==> src/rtl/core/utf8cs_pkg.sv <==
// ----------------------------------------------------------------------------
// utf8cs_pkg
// Shared types and the charset mapping table for the UTF-8 transcoder.
// ----------------------------------------------------------------------------
package utf8cs_pkg;

  typedef enum logic [1:0] {
    KIND_CHAR  = 2'd0,
    KIND_BREAK = 2'd1,
    KIND_END   = 2'd2
  } kind_t;

  typedef struct packed {
    kind_t       kind;
    logic [7:0]  char_code;
    logic [15:0] line_index;
    logic [7:0]  column;
    logic        last;
  } res_t;

  localparam int FIFO_DEPTH = 4;
  localparam int PTR_W      = 2;
  localparam int CNT_W      = 3;

  localparam logic [7:0] CH_QMARK = 8'h3F;
  localparam logic [7:0] CH_LF    = 8'h0A;
  localparam logic [7:0] CH_CR    = 8'h0D;

  // Code point to 8-bit charset byte.
  function automatic logic [7:0] map_code(input logic [20:0] cp);
    logic [7:0] ch;
    if (cp < 21'h80) begin
      ch = cp[7:0];
    end else begin
      case (cp)
        21'h0000FC: ch = 8'hFC;
        21'h0000DC: ch = 8'hDC;
        21'h0000F6: ch = 8'hF6;
        21'h0000D6: ch = 8'hD6;
        21'h0000E7: ch = 8'hE7;
        21'h0000C7: ch = 8'hC7;
        21'h00011F: ch = 8'hF0;
        21'h00011E: ch = 8'hD0;
        21'h00015F: ch = 8'hFE;
        21'h00015E: ch = 8'hDE;
        21'h000131: ch = 8'hFD;
        21'h000130: ch = 8'hDD;
        21'h0000D7: ch = 8'hF7;
        21'h0000F7: ch = 8'hF8;
        default:    ch = CH_QMARK;
      endcase
    end
    return ch;
  endfunction

endpackage

==> src/rtl/core/utf8cs_decoder.sv <==
// ----------------------------------------------------------------------------
// utf8cs_decoder
// Sequence decoder state, line/column counters and result formation.
// ----------------------------------------------------------------------------
module utf8cs_decoder
  import utf8cs_pkg::*;
#(
  parameter int CHUNK_CHARS = 255
) (
  input  logic       clk,
  input  logic       rst,
  input  logic       step,
  input  logic [7:0] data_byte,
  output res_t       res0,
  output res_t       res1,
  output logic [1:0] res_count
);

  logic [1:0]  bytes_remaining, bytes_remaining_next;
  logic [20:0] code_accum, code_accum_next;
  logic        accum_stopped, accum_stopped_next;
  logic [15:0] line_count, line_count_next;
  logic [7:0]  column_count, column_count_next;

  logic [20:0] cp;
  logic        do_deliver;
  logic        add_finish;
  logic [1:0]  rem_dec;
  logic [20:0] accum_shift;
  logic [7:0]  ch;
  logic [8:0]  col_inc;
  logic [7:0]  col_adv;

  assign rem_dec     = bytes_remaining - 2'd1;
  assign accum_shift = {code_accum[14:0], data_byte[5:0]};
  assign col_inc     = {1'b0, column_count} + 9'd1;
  assign col_adv     = (int'(col_inc) >= CHUNK_CHARS) ? 8'd0 : col_inc[7:0];

  always_comb begin
    bytes_remaining_next = bytes_remaining;
    code_accum_next      = code_accum;
    accum_stopped_next   = accum_stopped;
    line_count_next      = line_count;
    column_count_next    = column_count;
    cp                   = '0;
    do_deliver           = 1'b0;
    add_finish           = 1'b0;
    res0                 = '0;
    res1                 = '0;
    res_count            = 2'd0;

    if (bytes_remaining == 2'd0) begin
      if (data_byte < 8'h80) begin
        cp         = {13'd0, data_byte};
        do_deliver = 1'b1;
      end else if ((data_byte & 8'hE0) == 8'hC0) begin
        code_accum_next      = {16'd0, data_byte[4:0]};
        bytes_remaining_next = 2'd1;
        accum_stopped_next   = 1'b0;
      end else if ((data_byte & 8'hF0) == 8'hE0) begin
        code_accum_next      = {17'd0, data_byte[3:0]};
        bytes_remaining_next = 2'd2;
        accum_stopped_next   = 1'b0;
      end else if ((data_byte & 8'hF8) == 8'hF0) begin
        code_accum_next      = {18'd0, data_byte[2:0]};
        bytes_remaining_next = 2'd3;
        accum_stopped_next   = 1'b0;
      end else begin
        cp         = {13'd0, CH_QMARK};
        do_deliver = 1'b1;
      end
    end else if (data_byte == 8'd0) begin
      // NUL inside a sequence: flush the partial character, then end
      cp                   = code_accum;
      do_deliver           = 1'b1;
      add_finish           = (code_accum != '0);
      bytes_remaining_next = 2'd0;
      code_accum_next      = '0;
      accum_stopped_next   = 1'b0;
    end else begin
      if (!accum_stopped && (data_byte[7:6] == 2'b10)) begin
        code_accum_next = accum_shift;
      end else begin
        accum_stopped_next = 1'b1;
      end
      bytes_remaining_next = rem_dec;
      if (rem_dec == 2'd0) begin
        cp                 = code_accum_next;
        do_deliver         = 1'b1;
        code_accum_next    = '0;
        accum_stopped_next = 1'b0;
      end
    end

    ch = map_code(cp);

    if (do_deliver) begin
      res_count       = 2'd1;
      res0.line_index = line_count;
      res0.column     = column_count;
      if (cp == '0) begin
        res0.kind            = KIND_END;
        line_count_next      = '0;
        column_count_next    = '0;
        bytes_remaining_next = 2'd0;
        code_accum_next      = '0;
        accum_stopped_next   = 1'b0;
      end else if (ch == CH_LF || ch == CH_CR) begin
        res0.kind         = KIND_BREAK;
        line_count_next   = line_count + 16'd1;
        column_count_next = '0;
      end else begin
        res0.kind         = KIND_CHAR;
        res0.char_code    = ch;
        column_count_next = col_adv;
      end
      if (add_finish) begin
        res_count         = 2'd2;
        res1.kind         = KIND_END;
        res1.line_index   = line_count_next;
        res1.column       = column_count_next;
        res1.last         = 1'b1;
        line_count_next   = '0;
        column_count_next = '0;
      end else begin
        res0.last = 1'b1;
      end
    end
  end

  always_ff @(posedge clk) begin
    if (rst) begin
      bytes_remaining <= '0;
      code_accum      <= '0;
      accum_stopped   <= 1'b0;
      line_count      <= '0;
      column_count    <= '0;
    end else if (step) begin
      bytes_remaining <= bytes_remaining_next;
      code_accum      <= code_accum_next;
      accum_stopped   <= accum_stopped_next;
      line_count      <= line_count_next;
      column_count    <= column_count_next;
    end
  end

endmodule

==> src/rtl/core/utf8cs_fifo.sv <==
// ----------------------------------------------------------------------------
// utf8cs_fifo
// Four-entry result queue; takes up to two results a cycle, gives one.
// ----------------------------------------------------------------------------
module utf8cs_fifo
  import utf8cs_pkg::*;
(
  input  logic             clk,
  input  logic             rst,
  input  logic [1:0]       push_count,
  input  res_t             push0,
  input  res_t             push1,
  input  logic             pop,
  output res_t             head,
  output logic             not_empty,
  output logic [CNT_W-1:0] count
);

  res_t             mem [FIFO_DEPTH];
  logic [PTR_W-1:0] wr_ptr, rd_ptr;
  logic [PTR_W-1:0] wr_ptr1;
  logic             do_pop;

  assign wr_ptr1   = wr_ptr + PTR_W'(1);
  assign not_empty = (count != '0);
  assign do_pop    = pop && not_empty;
  assign head      = mem[rd_ptr];

  always_ff @(posedge clk) begin
    if (push_count != 2'd0) begin
      mem[wr_ptr] <= push0;
    end
    if (push_count == 2'd2) begin
      mem[wr_ptr1] <= push1;
    end
  end

  always_ff @(posedge clk) begin
    if (rst) begin
      wr_ptr <= '0;
      rd_ptr <= '0;
      count  <= '0;
    end else begin
      wr_ptr <= wr_ptr + PTR_W'(push_count);
      if (do_pop) begin
        rd_ptr <= rd_ptr + PTR_W'(1);
      end
      count <= count + CNT_W'(push_count) - CNT_W'(do_pop);
    end
  end

endmodule

==> src/rtl/core/utf8_to_byte_charset_transcoder.sv <==
// ----------------------------------------------------------------------------
// utf8_to_byte_charset_transcoder
// UTF-8 byte stream to 8-bit charset characters with line and column.
// ----------------------------------------------------------------------------
//
//  channel | dir | tdata                         | tuser    | tlast
//  --------+-----+-------------------------------+----------+-----------------
//  s_      | in  | data_byte[7:0]                | -        | -
//  m_      | out | char_code, line_index, column | kind     | last of byte
//
//  One byte per cycle sustained while the queue has room. An accepted byte
//  sits in the input register until the queue can take two results, is
//  decoded in a single pass and its zero, one or two results go into a
//  four-entry queue that feeds the master side, through which they reach m_.
//  s_tready drops only when the queue lacks room for two results; a stall
//  on m_ therefore backs up into s_ once the queue fills.
//  rst is synchronous: it clears decoder state, counters and the queue.
//
module utf8_to_byte_charset_transcoder
  import utf8cs_pkg::*;
#(
  parameter int CHUNK_CHARS = 255
) (
  input  logic        clk,
  input  logic        rst,
  input  logic        s_tvalid,
  output logic        s_tready,
  input  logic [7:0]  s_tdata,   // [7:0] data_byte
  output logic        m_tvalid,
  input  logic        m_tready,
  output logic [31:0] m_tdata,   // [7:0] char_code, [23:8] line_index, [31:24] column
  output logic [1:0]  m_tuser,   // [1:0] kind
  output logic        m_tlast
);

  // Input register
  logic       in_valid;
  logic [7:0] in_byte;
  logic       process;

  // Decoder results
  res_t       res0, res1;
  logic [1:0] res_count;

  // Result queue
  res_t             head;
  logic             not_empty;
  logic [CNT_W-1:0] fifo_count;

  // Room for the worst case of two results, judged before this cycle's pop.
  assign process  = in_valid && (fifo_count <= CNT_W'(FIFO_DEPTH - 2));
  assign s_tready = !in_valid || process;

  always_ff @(posedge clk) begin
    if (rst) begin
      in_valid <= 1'b0;
    end else if (s_tvalid && s_tready) begin
      in_valid <= 1'b1;
    end else if (process) begin
      in_valid <= 1'b0;
    end
  end

  always_ff @(posedge clk) begin
    if (s_tvalid && s_tready) begin
      in_byte <= s_tdata;
    end
  end

  utf8cs_decoder #(
    .CHUNK_CHARS(CHUNK_CHARS)
  ) u_decoder (
    .clk       (clk),
    .rst       (rst),
    .step      (process),
    .data_byte (in_byte),
    .res0      (res0),
    .res1      (res1),
    .res_count (res_count)
  );

  utf8cs_fifo u_fifo (
    .clk        (clk),
    .rst        (rst),
    .push_count (process ? res_count : 2'd0),
    .push0      (res0),
    .push1      (res1),
    .pop        (m_tready),
    .head       (head),
    .not_empty  (not_empty),
    .count      (fifo_count)
  );

  assign m_tvalid = not_empty;
  assign m_tdata  = {head.column, head.line_index, head.char_code};
  assign m_tuser  = head.kind;
  assign m_tlast  = head.last;

  // Queue never overfills.
  a_fifo_bound: assert property (@(posedge clk) disable iff (rst)
    fifo_count <= CNT_W'(FIFO_DEPTH))
    else $error("result queue overflow");

  // Back-pressure on s_ only ever comes from a held input byte.
  a_ready_cause: assert property (@(posedge clk) disable iff (rst)
    !s_tready |-> in_valid)
    else $error("s_tready low with empty input register");

  // The first of a pair is never the end-of-string result.
  a_pair_first: assert property (@(posedge clk) disable iff (rst)
    (m_tvalid && !m_tlast) |-> (m_tuser != KIND_END))
    else $error("end of string not last of its byte");

  // The second of a pair is queued alongside and follows at once.
  a_pair_second: assert property (@(posedge clk) disable iff (rst)
    (m_tvalid && m_tready && !m_tlast) |=> (m_tvalid && m_tuser == KIND_END && m_tlast))
    else $error("pair not closed by end of string");

endmodule
==> config.mk <==
export PLATFORM = sky130hd
export DESIGN_NAME = utf8_to_byte_charset_transcoder
export DESIGN_NICKNAME = d
export VERILOG_FILES = /design/src/rtl/core/utf8cs_pkg.sv /design/src/rtl/core/utf8cs_decoder.sv /design/src/rtl/core/utf8cs_fifo.sv /design/src/rtl/core/utf8_to_byte_charset_transcoder.sv
export SDC_FILE = /design/constraint.sdc
export NUM_CORES = 1
export LEC_CHECK = 0
export BUFFER_PORTS_ARGS = -buffer_cell sky130_fd_sc_hd__buf_2
export CAP_MARGIN = 25
export CORE_MARGIN = 2
export CORE_UTILIZATION = 60
export CTS_CLUSTER_DIAMETER = 50
export DETAILED_ROUTE_END_ITERATION = 10
export GPL_TIMING_DRIVEN = 0
export PLACE_DENSITY = 0.78
export SETUP_SLACK_MARGIN = 0.02
export SLEW_MARGIN = 15
export SYNTH_ARGS = -nofsm -noshare
export SYNTH_HDL_FRONTEND = slang
export SYNTH_SLANG_ARGS = --single-unit
==> constraint.sdc <==
create_clock -name clk -period 11.85 [get_ports clk]
set_input_delay 1.7775 -clock clk [delete_from_list [all_inputs] [get_ports clk]]
set_output_delay 1.7775 -clock clk [all_outputs]
set_load 0.1 [all_outputs]
==> results.tsv <==
metric	value	unit
utilization	69.08	%
syn-num-nets	1104	
slew_viol_final	0	
ys_seq_area_share	47.22	%
dp_hpwl	21700	microns
period_needed	5.383	ns
grt_start_max_net_pins	27	
synth_top_area_share	30.28	%
h-tree-depth	1	
start_util	61.42	%
synth_ff_type	edfxtp_1	
dr.pass1.iters	10	
synth.area.top_cells	edfxtp_1 30%, dfxtp_1 17%, mux4_2 7.1%	
yosys_warnings	0	
synth_area_per_cell	10.27	sq um
cts_buffer_depth	3	
clk_pin_slew	0.06	ns
clkSinkCount	206	
coreArea	18090	sq um
met1Wirelength	12960	microns
grt_pass1_vias	8919	
drt-initial-drc-count	1198	
critPathCaptureType	register	
area_growth_syn_to_layout	12.47	%
status	complete, but fails checks	
die_area	19620	sq um
ys_types	78	
post_cts_resize_count	0	
worst_slew_pin_slew	0.9592	ns
relSlewSlack	35.82	%
netlist_area	11110	sq um
final_layout_size_suffix_gt1_share	15.10	%
arrival	5.74	ns
cp.required	12.21	ns
finalHoldViolations	0	
die_w	140.1	microns
yosys-top-cells-count	112 x edfxtp_1, 94 x dfxtp_1, 81 x a21oi_1	
fill_cells	1405	
grt_antenna_before_repair	0	
wl_met2	15180	microns
timing.fmax	0.1858	GHz
fin_setup_tns	0	ns
io_pins	49	
cp_max_fo	10	
drc	3	
synthCells	1082	
diodes	0	
rows	49	
grt-ovfl-total	0	
highest_layer	met4	
cts_setup_buffers	0	
synth-edff-count	112	
clk_latency	0.54	ns
multi_input_area	5406	sq um
cts_buffers	25	
grt_pass1_wl	49950	microns
postCtsHoldBufs	0	
min_path_type	register to register	
vias	9688	
ant_nets	0	
clock_tree.root_cell	clkbuf_16	
crit_path_start_kind	register	
grt_usage	32.49	%
finClkSkew	0.02169	ns
vdd_ir_drop_max	182.4	uV
finish.net_count	1182	
yosysTopAreaCell	edfxtp_1	
power_density	203.5	nW/um^2
cap_viol_max_count	0	
viasPerCell	6.881	
gp_congestion	0.9792	
synth_most_common_cell	edfxtp_1	
wl	32390	microns
async_reset_ff_share	0	%
wl_met3	2955	microns
synth-seq-cells	206	
setup_viol	0	
failed_checks	design-rule violations	
cellLeakagePower	4.131	nW
rsz0062_at_grt	false	
post_drt_wl_per_cell	23.00	microns
cts_tree	done	
path_class	register to register	
port_buffers	48	
fp.dieH	140.1	microns
period_share	45.42	%
seq_area	5245	sq um
## worst max-delay path, stage by stage, from the launching register on
cell and delay, ns:
dfxtp_1 0.34, inv_1 0.09, ha_1 0.13, clkbuf_1 0.36, inv_1 0.12, clkbuf_1 0.24, nor3_1 0.77, o32a_1 0.34
nand2_1 0.10, nor4_1 0.45, a2111oi_2 0.06, o21ai_1 0.53, nand3_1 0.31, a21oi_2 0.50, buf_2 0.31, buf_2 0.26
a21oi_1 0.09, a31oi_1 0.21
## registers in the layout (all words and copies together) (netlist names), named ones only
signal                     count
u_decoder.code_accum          21
u_fifo.mem                   140
u_decoder.line_count          16
u_fifo.count                   3
u_fifo.rd_ptr                  2
in_valid                       1
u_fifo.wr_ptr                  2
in_byte                        8
u_decoder.column_count         8
u_decoder.accum_stopped        1
u_decoder.bytes_remaining      2
## metrics by stage
stage	hold WS (ns)	power, mW	cells	area [sq um]	setup WS, ns
2_1_floorplan	0.4198	1.617	1082	11110	7.800
3_3_place_gp	0.4285	1.765	1359	11630	6.539
3_5_place_dp	0.4404	1.773	1359	11630	6.633
4_1_cts	0.4519	2.535	1405	12470	6.622
5_1_grt	0.4692	2.620	1408	12490	6.112
6_report	0.4523	2.543	1408	12490	6.467
## cells by family after synthesis
| group | share of synthesized area [%] |
|---|---|
| flip-flops | 47.22 |
| XOR/XNOR | 0.9462 |
| adder cells (fa/ha/maj) | 1.194 |
| AO/OA/AOI/OAI | 22.18 |
| multiplexers | 7.918 |
| AND/OR/NAND/NOR | 16.43 |
| buffers and inverters | 4.111 |
## path summary, 6_finish.rpt
check / startpoint / endpoint / slack (ns) / depth (start not counted)
setup / recovery: u_decoder.bytes_remaining[1] / u_fifo.mem[3][9] / 6.47 / 17
hold / removal: u_fifo.mem[2][32] / u_fifo.mem[2][32] / 0.45 / 2
setup reg to reg: u_decoder.bytes_remaining[1] / u_fifo.mem[3][9] / 6.47 / 17
hold reg to reg: u_fifo.mem[2][32] / u_fifo.mem[2][32] / 0.45 / 2
## layout make-up
type	instances	share of cell area (%)
Multi-Input combinational cell	760	43.28
Sequential cell	206	41.98
Clock buffer	32	5.378
Buffer	97	3.085
Tap cell	229	2.293
Timing Repair Buffer	51	2.093
Clock inverter	14	1.322
Inverter	19	0.5709
## cells in the final DEF, fill, tap and decap left out, drive strengths merged, types with 32 or more instances in the layout
cell and n:
edfxtp 112, clkbuf 112, mux4 35, nor2 65, a31oi 54, a22o 32, dfxtp 94, o21ai 71
a21oi 90, buf 68, nand2b 59, nand2 74
## layer usage
| metal | global-route usage, % | up-vias |
|---|---|---|
| met4 | 11.86 | 0 |
| li1 | - | 4324 |
| met1 | 44.45 | 4667 |
| met3 | 4.752 | 110 |
| met2 | 53.31 | 587 |
| met5 | 0 | - |
## power breakdown
part           internal [mW]  leakage (nW)  total, mW  switching, mW
registers              0.815          1.77      0.849         0.0337
logic                  0.221          1.95      0.925          0.704
clock network          0.454         0.407      0.769          0.315
No activity file was read; power rests on OpenSTA's default activity.
